--- src/sv/ksnc_pkg.sv ---
`default_nettype none
package ksnc_pkg;

  localparam int KEY_COUNT = 64;
  localparam int KEY_W     = 6;
  localparam int KEY_AW    = (KEY_COUNT > 1) ? $clog2(KEY_COUNT) : 1;
  localparam int KEY_EXT_W = KEY_W + KEY_AW;
  localparam int RD_W      = 8;
  localparam int CFG_IDX_W = 1;
  localparam int DIV_STEPS = RD_W;
  localparam int DIV_CW    = $clog2(DIV_STEPS);

  localparam logic [1:0] KIND_CLEAR   = 2'd0;
  localparam logic [1:0] KIND_IDLE    = 2'd1;
  localparam logic [1:0] KIND_PRESSED = 2'd2;
  localparam logic [1:0] KIND_COMPUTE = 2'd3;

  localparam logic [1:0] GRADE_POOR = 2'd0;
  localparam logic [1:0] GRADE_FAIR = 2'd1;
  localparam logic [1:0] GRADE_GOOD = 2'd2;

  localparam logic [CFG_IDX_W-1:0] REG_GOOD_SNR = 1'd0;
  localparam logic [CFG_IDX_W-1:0] REG_FAIR_SNR = 1'd1;

  localparam logic [RD_W-1:0] GOOD_RESET = 8'd20;
  localparam logic [RD_W-1:0] FAIR_RESET = 8'd10;

  typedef struct packed {
    logic [RD_W-1:0] idle_min;
    logic [RD_W-1:0] idle_max;
    logic [RD_W-1:0] pressed_max;
  } ksnc_entry_t;

  localparam ksnc_entry_t ENTRY_RESET = '{idle_min: 8'hFF, idle_max: 8'h00, pressed_max: 8'h00};

  typedef struct packed {
    logic            start;
    logic            neg;
    logic [RD_W-1:0] mag;
    logic [RD_W-1:0] divisor;
  } ksnc_div_req_t;

endpackage
`default_nettype wire

--- src/sv/ksnc_store.sv ---
`default_nettype none
module ksnc_store import ksnc_pkg::*; (
  input  wire logic              clk,
  input  wire logic              rst_n,
  input  wire logic              clear,
  input  wire logic              rd_en,
  input  wire logic [KEY_AW-1:0] rd_addr,
  output ksnc_entry_t            rd_data,
  input  wire logic              wr_en,
  input  wire logic [KEY_AW-1:0] wr_addr,
  input  ksnc_entry_t            wr_data
);

  ksnc_entry_t          mem_r [KEY_COUNT];
  logic [KEY_COUNT-1:0] valid_r;
  ksnc_entry_t          rd_data_r;
  logic                 rd_valid_r;

  always_ff @(posedge clk) begin
    if (wr_en) begin
      mem_r[wr_addr] <= wr_data;
    end
    if (rd_en) begin
      rd_data_r <= mem_r[rd_addr];
    end
  end

  // an entry never written since reset or clear reads as its reset value
  always_ff @(posedge clk) begin
    if (!rst_n || clear) begin
      valid_r    <= '0;
      rd_valid_r <= 1'b0;
    end else begin
      if (wr_en) begin
        valid_r[wr_addr] <= 1'b1;
      end
      if (rd_en) begin
        rd_valid_r <= valid_r[rd_addr];
      end
    end
  end

  assign rd_data = rd_valid_r ? rd_data_r : ENTRY_RESET;

endmodule
`default_nettype wire

--- config.mk ---
export PLATFORM = sky130hd
export DESIGN_NAME = ksnc_store
export DESIGN_NICKNAME = d
export VERILOG_FILES = /design/src/sv/ksnc_pkg.sv /design/src/sv/ksnc_store.sv
export SDC_FILE = /design/constraint.sdc
export NUM_CORES = 1
export LEC_CHECK = 0
export CAP_MARGIN = 20
export CELL_PAD_IN_SITES_DETAIL_PLACEMENT = 0
export CELL_PAD_IN_SITES_GLOBAL_PLACEMENT = 1
export CORE_ASPECT_RATIO = 0.9
export CORE_MARGIN = 8
export CORE_UTILIZATION = 30
export CTS_CLUSTER_DIAMETER = 80
export DETAILED_ROUTE_END_ITERATION = 7
export DONT_BUFFER_PORTS = 1
export GPL_ROUTABILITY_DRIVEN = 0
export MAX_ROUTING_LAYER = met4
export PLACE_DENSITY = 0.58
export SYNTH_ARGS = -nofsm -noshare
export SYNTH_HDL_FRONTEND = slang
export SYNTH_SLANG_ARGS = --single-unit
--- constraint.sdc ---
create_clock -name clk -period 4.85 [get_ports clk]
set_input_delay 0.97 -clock clk [delete_from_list [all_inputs] [get_ports clk]]
set_output_delay 0.97 -clock clk [all_outputs]
set_load 0.05 [all_outputs]
==> flow_summary.ini <==
[cts]
clk-insertion-delay-late_ps = 810
post_cts_setup_repair_buffer_count = 0
cts_tree = done
cts_buffer_depth = 3
ctsRootBufferMaster = sky130_fd_sc_hd__clkbuf_16
tritoncts_sinks = 1625
cts.hold.buffers_added = 0
htree_levels = 4
ctsResizeCount = 0
clk_pin_slew_ps = 70
cts_inserted_buffers = 165

[global_routing]
grt_pass1_vias = 28223
grt_start_max_net_pins = 400
global_route.usage.total_pct = 14.84
globalRouteOverflowTotal = 0
antenna_violations_before_repair = 5
grt_pass1_wl_um = 225000

[worst_setup_path]
cp.buffers_inverters = 0
crit_fanout = 14
setup.worst_path.start_class = register
timing.critical_path.max_delay_family = simple AND/OR/NAND/NOR gates
cp-end-kind = primary output
critical_path.slowest_cell = sky130_fd_sc_hd__and2_1
worst_ep_required_time_ps = 3880
cp.arrival_ps = 2530
cp_slowest_stage_delay_ps = 860
timing.critical_path.cells = and2_1
worst_setup_path_startpoint = rd_valid_r$_SDFFE_PP0P_
timing.setup.critical_path_class = reg2out
critical_path.reg2reg.startpoint = mem_r[43][7]$_DFFE_PP_

[route]
post-route-drc-count = 0
drtIter0Drc = 2812
route.vias.total = 27378
firstDrtPassIters = 7
detail_route.wl_per_cell_um = 29.23
vias_per_cell = 4.967
total_wire_length_um = 161100
antenna_violating_nets_left = 0

[run_status]
run_status = completed

[finish]
fin_area_um2 = 71030
mostFrequentLayoutCells = sky130_fd_sc_hd__edfxtp_1 (1560), sky130_fd_sc_hd__mux4_2 (498), sky130_fd_sc_hd__clkbuf_16 (168)
final_net_count = 2702
final_util_pct = 34.58
area_growth_pct = 14.91
layout_commonest_cell = sky130_fd_sc_hd__edfxtp_1
post_route_cells_drive_above_1_share_pct = 32.33
final-instance-count-excl-fill = 5512

[place]
place.detailed.instances = 5213
postPlaceCellArea_um2 = 65690
hpwlAfterDp_um = 84910
pre_cts_ws_ps = 1492
port_buffers = 0

[sta]
max-slew-margin-rel_pct = 10.90
hold_viol = 0
hold-worst-slack_ps = 262.0
timing.clock.skew_ps = 21.11
fin_ws_ps = 1346
grt_setup_unrepaired = no
clock.fmax_ghz = 0.2854
endpoints_failing_setup = 0
timing_max_transition_violations_final = 0
fin_tns_setup_ps = 0
min_period_ps = 3504
tightest_slew_ps = 1337
final_worst_path_period_share_pct = 72.24

[floorplanning]
die_width_um = 494.5
die_area_um2 = 220900
initial_core_util_pct = 30.09
die_y_um = 446.6
fp-row-count = 158
boundaryPins = 65
total_core_area_um2 = 205400

[synthesis]
synth_enable_flop_cells = 1560
synth.cell_area_um2 = 61810
synthesis.area_per_instance_um2 = 24.20
synth.yosys.seq_area_share_pct = 77.89
yosysWarnings = 0
yosysUniqueCellTypes = 28
synth_seq_cells = 1625
mappedNetlistNets = 2595
synth_flop_cell = sky130_fd_sc_hd__edfxtp_1
synth_async_sr_flop_share_pct = 0
synth_cells = 2554

[pwr]
p_leak_nw = 21.41
p_per_area_nw_per_um2 = 407.3
ir_drop_mv = 0.3177
total_power_mw = 28.93

[min_path]
worst_hold_startpoint = wr_data[17]
hold_path.class = in2reg

[job]
cap_viol_max_count = 0
==> registers in the layout, indices dropped and copies added, names as in the netlist <==
| name | count |
|---|---|
| mem_r | 1536 |
| valid_r | 64 |
| rd_data_r | 24 |
| rd_valid_r | 1 |
==> Yosys cell counts, types with 18 or more instances <==
| library cell | number | share of area [%] |
|---|---|---|
| sky130_fd_sc_hd__mux2i_1 | 18 | 0.29 |
| sky130_fd_sc_hd__mux2_2 | 26 | 0.47 |
| sky130_fd_sc_hd__nor2_1 | 65 | 0.39 |
| sky130_fd_sc_hd__mux4_2 | 498 | 18 |
| sky130_fd_sc_hd__o21a_1 | 64 | 0.78 |
| sky130_fd_sc_hd__dfxtp_1 | 65 | 2.1 |
| sky130_fd_sc_hd__edfxtp_1 | 1560 | 76 |
| sky130_fd_sc_hd__buf_2 | 35 | 0.28 |
| sky130_fd_sc_hd__buf_1 | 20 | 0.12 |
| sky130_fd_sc_hd__nand2_1 | 27 | 0.16 |
| sky130_fd_sc_hd__o21ai_0 | 20 | 0.16 |
| sky130_fd_sc_hd__clkbuf_1 | 70 | 0.43 |
==> power by group <==
group	leakage, nW	internal [mW]	switching [mW]	total [mW]
logic	4.25	0.514	0.370	0.883
registers	14.6	15.5	0.0379	15.5
clock network	2.59	7.10	5.42	12.5
total	21.4	23.1	5.83	28.9
==> logic make-up (layout without fill, tap and decap cells) <==
family,after synthesis,after routing,synth area share [%]
AND/OR/NAND/NOR,154,154,1.158
buffers and inverters,139,375,0.9938
multiplexers,542,542,18.91
flip-flops,1625,1625,77.89
AO/OA/AOI/OAI,94,94,1.051
other,0,2,0
==> path summary, 6_finish.rpt <==
| check | end | slack [ps] | depth (start not counted) |
|---|---|---|---|
| max | rd_data[5] | 1350 | 1 |
| min | mem_r[54][17]$_DFFE_PP_ | 260 | 0 |
| max reg2reg | rd_data_r[7]$_DFFE_PP_ | 2470 | 5 |
| min reg2reg | valid_r[6]$_SDFFE_PP0P_ | 460 | 1 |
==> per-layer routing <==
layer	vias up	part of all wire, %	global-route usage (%)	wire, µm
met1	15173	43	19.27	68520
met4	0	2.6	4.065	4171
li1	11215	-	-	-
met3	211	5.1	2.546	8138
met5	-	0	-	0
met2	779	50	24.28	80300
==> area by class of cell <==
cell class                      instances  area, µm²
Antenna cell                            2      5.005
Fill cell                           18671     134400
Multi-Input combinational cell        790      13530
Inverter                                1      3.754
Clock inverter                        105       1008
Timing Repair Buffer                   78      623.1
Clock buffer                          191       4310
Sequential cell                      1625      48150
Tap cell                             2720       3403
Power figures use the tool's default switching activity.
