$ cat src/sv/ksnc_pkg.sv
`default_nettype none
package ksnc_pkg;

  localparam int KEY_COUNT = 64;
  localparam int KEY_W     = 6;
  localparam int KEY_AW    = (KEY_COUNT > 1) ? $clog2(KEY_COUNT) : 1;
  localparam int KEY_EXT_W = KEY_W + KEY_AW;
  localparam int RD_W      = 8;
  localparam int CFG_IDX_W = 1;
  localparam int DIV_STEPS = RD_W;
  localparam int DIV_CW    = $clog2(DIV_STEPS);

  localparam logic [1:0] KIND_CLEAR   = 2'd0;
  localparam logic [1:0] KIND_IDLE    = 2'd1;
  localparam logic [1:0] KIND_PRESSED = 2'd2;
  localparam logic [1:0] KIND_COMPUTE = 2'd3;

  localparam logic [1:0] GRADE_POOR = 2'd0;
  localparam logic [1:0] GRADE_FAIR = 2'd1;
  localparam logic [1:0] GRADE_GOOD = 2'd2;

  localparam logic [CFG_IDX_W-1:0] REG_GOOD_SNR = 1'd0;
  localparam logic [CFG_IDX_W-1:0] REG_FAIR_SNR = 1'd1;

  localparam logic [RD_W-1:0] GOOD_RESET = 8'd20;
  localparam logic [RD_W-1:0] FAIR_RESET = 8'd10;

  typedef struct packed {
    logic [RD_W-1:0] idle_min;
    logic [RD_W-1:0] idle_max;
    logic [RD_W-1:0] pressed_max;
  } ksnc_entry_t;

  localparam ksnc_entry_t ENTRY_RESET = '{idle_min: 8'hFF, idle_max: 8'h00, pressed_max: 8'h00};

  typedef struct packed {
    logic            start;
    logic            neg;
    logic [RD_W-1:0] mag;
    logic [RD_W-1:0] divisor;
  } ksnc_div_req_t;

endpackage
`default_nettype wire

$ cat src/sv/ksnc_div.sv
`default_nettype none
module ksnc_div import ksnc_pkg::*; (
  input  wire logic            clk,
  input  wire logic            rst_n,
  input  ksnc_div_req_t        req,
  output logic                 busy,
  output logic [RD_W-1:0]      quotient
);

  logic              busy_r, busy_nxt;
  logic [DIV_CW-1:0] cnt_r, cnt_nxt;
  logic [RD_W-1:0]   rem_r, rem_nxt;
  logic [RD_W-1:0]   quo_r, quo_nxt;
  logic [RD_W-1:0]   div_r, div_nxt;
  logic              neg_r, neg_nxt;
  logic [RD_W:0]     trial;

  // restoring division, one quotient bit a cycle, msb first
  always_comb begin
    busy_nxt = busy_r;
    cnt_nxt  = cnt_r;
    rem_nxt  = rem_r;
    quo_nxt  = quo_r;
    div_nxt  = div_r;
    neg_nxt  = neg_r;
    trial    = {rem_r, quo_r[RD_W-1]};
    if (req.start) begin
      busy_nxt = 1'b1;
      cnt_nxt  = DIV_CW'(DIV_STEPS - 1);
      rem_nxt  = '0;
      quo_nxt  = req.mag;
      div_nxt  = req.divisor;
      neg_nxt  = req.neg;
    end else if (busy_r) begin
      if (trial >= {1'b0, div_r}) begin
        rem_nxt = RD_W'(trial - {1'b0, div_r});
        quo_nxt = {quo_r[RD_W-2:0], 1'b1};
      end else begin
        rem_nxt = trial[RD_W-1:0];
        quo_nxt = {quo_r[RD_W-2:0], 1'b0};
      end
      if (cnt_r == '0) begin
        busy_nxt = 1'b0;
      end else begin
        cnt_nxt = cnt_r - 1'b1;
      end
    end
  end

  always_ff @(posedge clk) begin
    if (!rst_n) begin
      busy_r <= 1'b0;
      cnt_r  <= '0;
    end else begin
      busy_r <= busy_nxt;
      cnt_r  <= cnt_nxt;
    end
  end

  always_ff @(posedge clk) begin
    rem_r <= rem_nxt;
    quo_r <= quo_nxt;
    div_r <= div_nxt;
    neg_r <= neg_nxt;
  end

  assign busy     = busy_r;
  assign quotient = neg_r ? RD_W'(-quo_r) : quo_r;

endmodule
`default_nettype wire

$ cat config.mk
export PLATFORM = sky130hd
export DESIGN_NAME = ksnc_div
export DESIGN_NICKNAME = d
export VERILOG_FILES = /design/src/sv/ksnc_pkg.sv /design/src/sv/ksnc_div.sv
export SDC_FILE = /design/constraint.sdc
export NUM_CORES = 1
export LEC_CHECK = 0
export BUFFER_PORTS_ARGS = -buffer_cell sky130_fd_sc_hd__buf_2
export CAP_MARGIN = 20
export CORE_MARGIN = 2
export CORE_UTILIZATION = 39
export DETAILED_ROUTE_END_ITERATION = 8
export PLACE_DENSITY = 0.68
export SKIP_LAST_GASP = 1
export SLEW_MARGIN = 20
export SYNTH_ARGS = -nofsm -noshare
export SYNTH_HDL_FRONTEND = slang
export SYNTH_SLANG_ARGS = --single-unit
export TNS_END_PERCENT = 10
$ cat constraint.sdc
create_clock -name clk -period 2.56 [get_ports clk]
set_clock_uncertainty 0.05 [all_clocks]
set_input_delay 0.256 -clock clk [delete_from_list [all_inputs] [get_ports clk]]
set_output_delay 0.256 -clock clk [all_outputs]
set_load 0.02 [all_outputs]
==> impl_metrics.yaml, run 1 <==
grt:
  grt_max_degree: 20
  grt_overflow: 0
  grt_antenna_before_repair: 0
  grt_pass1_wl_um: 5240
  grt.busiest_layer: "met2"
  use_met2: 0.205
  grt_use_met1: 0.174
  grt.total_usage: 0.139
  grt_pass1_vias: 1154
  grtUsageMet3: 0.0375
finish:
  num-nets-final: 230
  syn2layout_area_growth_pct: 15.2
  layout-drive-gt1-share: 0.266
  diodes: 0
  final_util: 0.463
timing:
  setup_viol: 0
  max_freq_ghz: 0.462
  setup-tns-final_ns: 0
  hold_viol_final: 0
  final_max_slew_viol_count: 0
  slew_headroom: 0.709
  rsz0062_at_grt: "false"
  min_period_over_period: 0.845
  final.min_clock_period_ns: 2.16
  tightest_slew_ns: 0.436
worst_setup_path:
  cp_max_fo: 3
  crit_arrival_ns: 1.86
  crit_type: "reg -> out"
  critPathCaptureType: "output pin"
  crit_path_start_kind: "flip-flop"
  cp.required_ns: 2.25
clock_tree:
  clockBufferDepth: 2
  cts_hold_buffers: 0
  cts_resized: 0
  cts_tree: "done"
  clkTransAtPathRegs_ns: 0.06
  post_cts_buffers: 0
  clkSinkCount: 29
  root_buffer: "clkbuf_8"
  h-tree-depth: 2
  insertion_delay_ns: 0.29
  cts_buffers: 5
synth:
  synth_cell_types: 47
  syn_nets: 199
  ys_seq_elements: 29
  async_flop_share: 0
  synth_flop_cell: "edfxtp_1"
  synth_edf_count: 17
  netlist_instances: 167
  ys_warn_count: 0
  postSynthAreaPerCell_sq_um: 10.3
  mappedNetlistArea_sq_um: 1720
  ys_top_cells_by_area: "edfxtp_1 30%, dfxtp_1 14%, ha_1 8.0%"
  synth_area_leader_cell: "edfxtp_1"
  yosysTopAreaCellShare: 0.296
  yosysSeqAreaShare: 0.435
routing:
  first_iter_violations: 39
  routed_wl_um: 3060
  drtAntennaViolNets: 0
  wl_per_cell_um: 12.2
  vias: 1231
  drc: 0
  vias_per_cell: 4.90
  first_pass_iters: 4
floorplanning:
  io_pins: 29
  fp.dieArea_sq_um: 4970
  core_sq_um: 4290
  initial_utilization: 0.402
  row_count: 24
  die_x_um: 70.5
  dieHeight_um: 70.5
placed_design:
  hpwlAfterDp_um: 2360
  globalplace.congestion: 0.792
  numPortBuffers: 28
power_and_ir_drop:
  power-per-cell-area_nw_per_um2: 607
  power.internal_mw: 0.843
  power.total_mw: 1.21
  ir_drop_v: 0.000281
  p_leak_nw: 0.842
  p_clk_frac: 0.300
  p_sw_mw: 0.363
  switching_share: 0.301
  seqPwrFrac: 0.468
  p_comb_frac: 0.233
hold_path:
  hp-class: "in -> reg"
run_status:
  status: "finished clean"
flow_run:
  maxCapViolations: 0
## layer usage
layer  vias to the layer above  routed length (um)
met5                         -                   0
met4                         0                  98
met3                         7                 134
met2                        23                1340
met1                       556                1490
li1                        645                   -
## power groups by stage
stage	clock (mW)	combinational [mW]	sequential [mW]
after floorplan	0	0.218	0.565
after global placement	0	0.280	0.573
after detailed placement	0	0.284	0.574
after CTS	0.374	0.285	0.564
after global routing	0.393	0.316	0.569
final	0.361	0.281	0.564
## worst paths after layout
check                                   end      from  depth (start not counted)  slack [ns]
worst max-delay path            quotient[7]  quo_r[5]                          4        0.40
worst min-delay path               div_r[0]    req[0]                          1        0.09
worst max register to register     rem_r[0]  div_r[5]                          7        0.43
worst min register to register     rem_r[3]  rem_r[3]                          2        0.43
## cell usage after synthesis, types with 2 or more instances
| cell type | n |
|---|---|
| xor2_1 | 2 |
| inv_1 | 16 |
| o21ai_1 | 5 |
| xnor2_1 | 10 |
| ha_1 | 11 |
| nand2_1 | 15 |
| o31ai_1 | 2 |
| clkbuf_1 | 2 |
| o21a_1 | 4 |
| o21ai_0 | 5 |
| mux2i_1 | 4 |
| mux2_2 | 6 |
| or3_1 | 3 |
| nor2_1 | 11 |
| dfxtp_1 | 12 |
| a21oi_1 | 5 |
| edfxtp_1 | 17 |
| nand2b_1 | 6 |
| a211oi_2 | 2 |
| a21oi_2 | 2 |
## state kept, by name, indices dropped and copies added, names as in the netlist
register,cells
busy,1
cnt_r,3
div_r,8
neg_r,1
quo_r,8
rem_r,8
## critical path, cell delays in order (launching register included)
cell and delay (ns):
edfxtp_1 0.43, or3_1 0.41, o31ai_1 0.34, xnor2_1 0.19, buf_2 0.20
## kinds of logic after synthesis
family / after synthesis / share of synthesized area
DFF: 29 / 0.435
buffers and inverters: 22 / 0.0552
AOI/OAI and AO/OA: 36 / 0.153
muxes: 12 / 0.0776
xor gates and xnor gates: 12 / 0.0610
and+or+nand+nor: 44 / 0.126
adders and majority gates: 12 / 0.0914
## cell usage in the layout (no fill, tap or decap), types with 5 or more instances in the layout
cell | Yosys | final
buf_2 | 1 | 28
dfxtp_1 | 12 | 12
clkbuf_8 | 0 | 5
nor2_1 | 11 | 11
inv_1 | 16 | 16
o21ai_1 | 5 | 5
xnor2_1 | 10 | 10
o21ai_0 | 5 | 5
a21oi_1 | 5 | 5
nand2_1 | 15 | 15
mux2_2 | 6 | 6
edfxtp_1 | 17 | 17
ha_1 | 11 | 11
nand2b_1 | 6 | 6
## layout make-up
class	count	area, sq um
fillers	416	2310
multi-input cells	116	878
flip-flops and latches	29	751
repair buffers	29	148
clock buffers	5	68.8
well taps	52	65.1
inverters	17	63.8
clock inverters	3	12.5
## metrics by stage
| step | setup WS [ns] | instances | instance area, sq um | hold slack (ns) |
|---|---|---|---|---|
| 2_1_floorplan | 0.718 | 167 | 1720 | 0.305 |
| 3_3_place_gp | 0.498 | 243 | 1910 | 0.384 |
| 3_5_place_dp | 0.416 | 243 | 1910 | 0.384 |
| 4_1_cts | 0.386 | 251 | 1990 | 0.0810 |
| 5_1_grt | 0.264 | 251 | 1990 | 0.0828 |
| 6_report | 0.396 | 251 | 1990 | 0.0895 |
No activity file was read; power rests on OpenSTA's default activity.
==> run 2: changes to the inputs <==
--- a/config.mk
+++ b/config.mk
@@ -10,7 +10,7 @@
 export CORE_MARGIN = 2
 export CORE_UTILIZATION = 39
 export DETAILED_ROUTE_END_ITERATION = 8
-export PLACE_DENSITY = 0.68
+export PLACE_DENSITY = 0.7
 export SKIP_LAST_GASP = 1
 export SLEW_MARGIN = 20
 export SYNTH_ARGS = -nofsm -noshare
==> constraint.sdc (replaced) <==
create_clock -name clk -period 1.9 [get_ports clk]
set_clock_uncertainty 0.05 [all_clocks]
set_input_delay 0.19 -clock clk [delete_from_list [all_inputs] [get_ports clk]]
set_output_delay 0.19 -clock clk [all_outputs]
set_load 0.02 [all_outputs]
==> impl_metrics.yaml, run 2 (same netlist as run 1, synthesis figures left out) <==
worst_setup_path:
  crit_path_start_kind: "flip-flop"
  crit_chain: "or3_1 > o31ai_2 > xnor2_1 > buf_2"
  cp_max_fo: 5
  cpPeakStageDelay_ns: 0.44
  cp_top_family: "flip-flops"
  crit_type: "reg -> out"
  path_buf_inv: 1
  cp.required_ns: 1.66
  worst_path_max_delay_cell: "edfxtp_1"
  crit_arrival_ns: 1.65
  critPathCaptureType: "output pin"
routing:
  first_iter_violations: 44
  vias: 1303
  routed_wl_um: 3250
  vias_per_cell: 4.90
  drtAntennaViolNets: 0
  drc: 0
  first_pass_iters: 4
  wl_per_cell_um: 12.2
timing:
  setup_viol: 0
  final_max_slew_viol_count: 0
  timing.final.ws_setup_ns: 0.00505
  setup-tns-final_ns: 0
  min_period_over_period: 0.997
  tightest_slew_ns: 0.430
  max_freq_ghz: 0.528
  hold_viol_final: 0
  slew_headroom: 0.713
  rsz0062_at_grt: "true"
  final.min_clock_period_ns: 1.89
power_and_ir_drop:
  switching_share: 0.280
  power-per-cell-area_nw_per_um2: 843
  power.internal_mw: 1.32
  ir_drop_v: 0.000418
  p_sw_mw: 0.512
  power.total_mw: 1.83
  seqPwrFrac: 0.414
  p_clk_frac: 0.344
  p_comb_frac: 0.242
  p_leak_nw: 0.930
finish:
  final_cell_mix: "28 x buf_2, 17 x edfxtp_1, 16 x buf_4"
  final_common_cell: "buf_2"
  num-nets-final: 245
  diodes: 0
  syn2layout_area_growth_pct: 26.0
  layout-drive-gt1-share: 0.364
  final_util: 0.506
  fin_cells: 266
  reg_top3: "div_r: 8 flops, quo_r: 8 flops, rem_r: 8 flops"
grt:
  grt_pass1_vias: 1279
  grt_pass1_wl_um: 5420
  grt_antenna_before_repair: 0
  grt.total_usage: 0.142
  grt_overflow: 0
  grt_max_degree: 21
floorplanning:
  initial_utilization: 0.402
  die_x_um: 70.5
  fp.dieArea_sq_um: 4970
  dieHeight_um: 70.5
  io_pins: 29
  row_count: 24
  core_sq_um: 4290
clock_tree:
  cts_tree: "done"
  h-tree-depth: 2
  clkTransAtPathRegs_ns: 0.07
  cts_buffers: 5
  clkSinkCount: 29
  cts_hold_buffers: 0
  insertion_delay_ns: 0.28
  clockBufferDepth: 2
  root_buffer: "clkbuf_8"
placed_design:
  numPortBuffers: 28
  place_inst: 253
  globalplace.congestion: 0.839
  hpwlAfterDp_um: 2420
  pre_cts_ws_ns: -0.0574
flow_run:
  maxCapViolations: 0
run_status:
  status: "finished clean"
hold_path:
  hp-class: "in -> reg"
[run 2: cell count changes in the layout (fill, tap and decap cells not counted), moves of 2 or more]
cell,previous run,this run
buf_4,1,16
ha_1,11,9
o31ai_2,1,3
o31ai_1,2,0
[run 2: metrics by stage]
step | instance area, sq um | hold slack [ns]
after CTS | 2150 | 0.0179
after detailed placement | 1980 | 0.318
after floorplan | 1720 | 0.239
after global placement | 1980 | 0.317
final | 2170 | 0.0293
after global routing | 2170 | 0.0240
[run 2: cell type report]
cell class | count | area (sq um)
Sequential cell | 29 | 751
Inverter | 17 | 63.8
Tap cell | 52 | 65.1
Fill cell | 402 | 2120
Timing Repair Buffer | 44 | 260
Clock buffer | 5 | 68.8
Clock inverter | 3 | 41.3
Multi-Input combinational cell | 116 | 922
[run 2: routing by layer]
layer  GRT usage  vias up  share of wire  routed length, um
li1            -      675              -                  -
met1       0.163      602           0.46               1490
met2       0.231       22           0.48               1560
met3      0.0390        4          0.040                129
met4      0.0897        0          0.022                 72
met5           0        -              0                  0
[run 2: worst register-to-register path: stages (launching register included)]
cell and delay (ns):
edfxtp_1 0.33, inv_1 0.04, ha_1 0.33, a21oi_2 0.18, o221ai_2 0.10, a21o_1 0.20
buf_4 0.16, or3_1 0.35, o211ai_2 0.07
[run 2: final timing paths]
kind / startpoint / end / slack (ns) / cells past startpoint
max: quo_r[3] / quotient[7] / 0.005 / 4
min: req[0] / div_r[0] / 0.03 / 1
min reg2reg: rem_r[3] / rem_r[3] / 0.42 / 2
max reg2reg: div_r[6] / rem_r[5] / 0.005 / 8
[run 2: timing repair]
item | 4_1_cts | 5_1_grt
setup endpoints to repair | 3 | 9
buffers inserted | 4 | 1
pin swaps | 2 | 1
endpoints found under the hold margin | 0 | 0
gates resized for setup | 7 | 3
[run 2: power by group through the flow]
| stage | registers [mW] | logic, mW | clock network [mW] |
|---|---|---|---|
| 2_1_floorplan | 0.762 | 0.294 | 0 |
| 3_3_place_gp | 0.771 | 0.400 | 0 |
| 3_5_place_dp | 0.772 | 0.408 | 0 |
| 4_1_cts | 0.756 | 0.439 | 0.643 |
| 5_1_grt | 0.762 | 0.491 | 0.673 |
| 6_report | 0.758 | 0.444 | 0.630 |
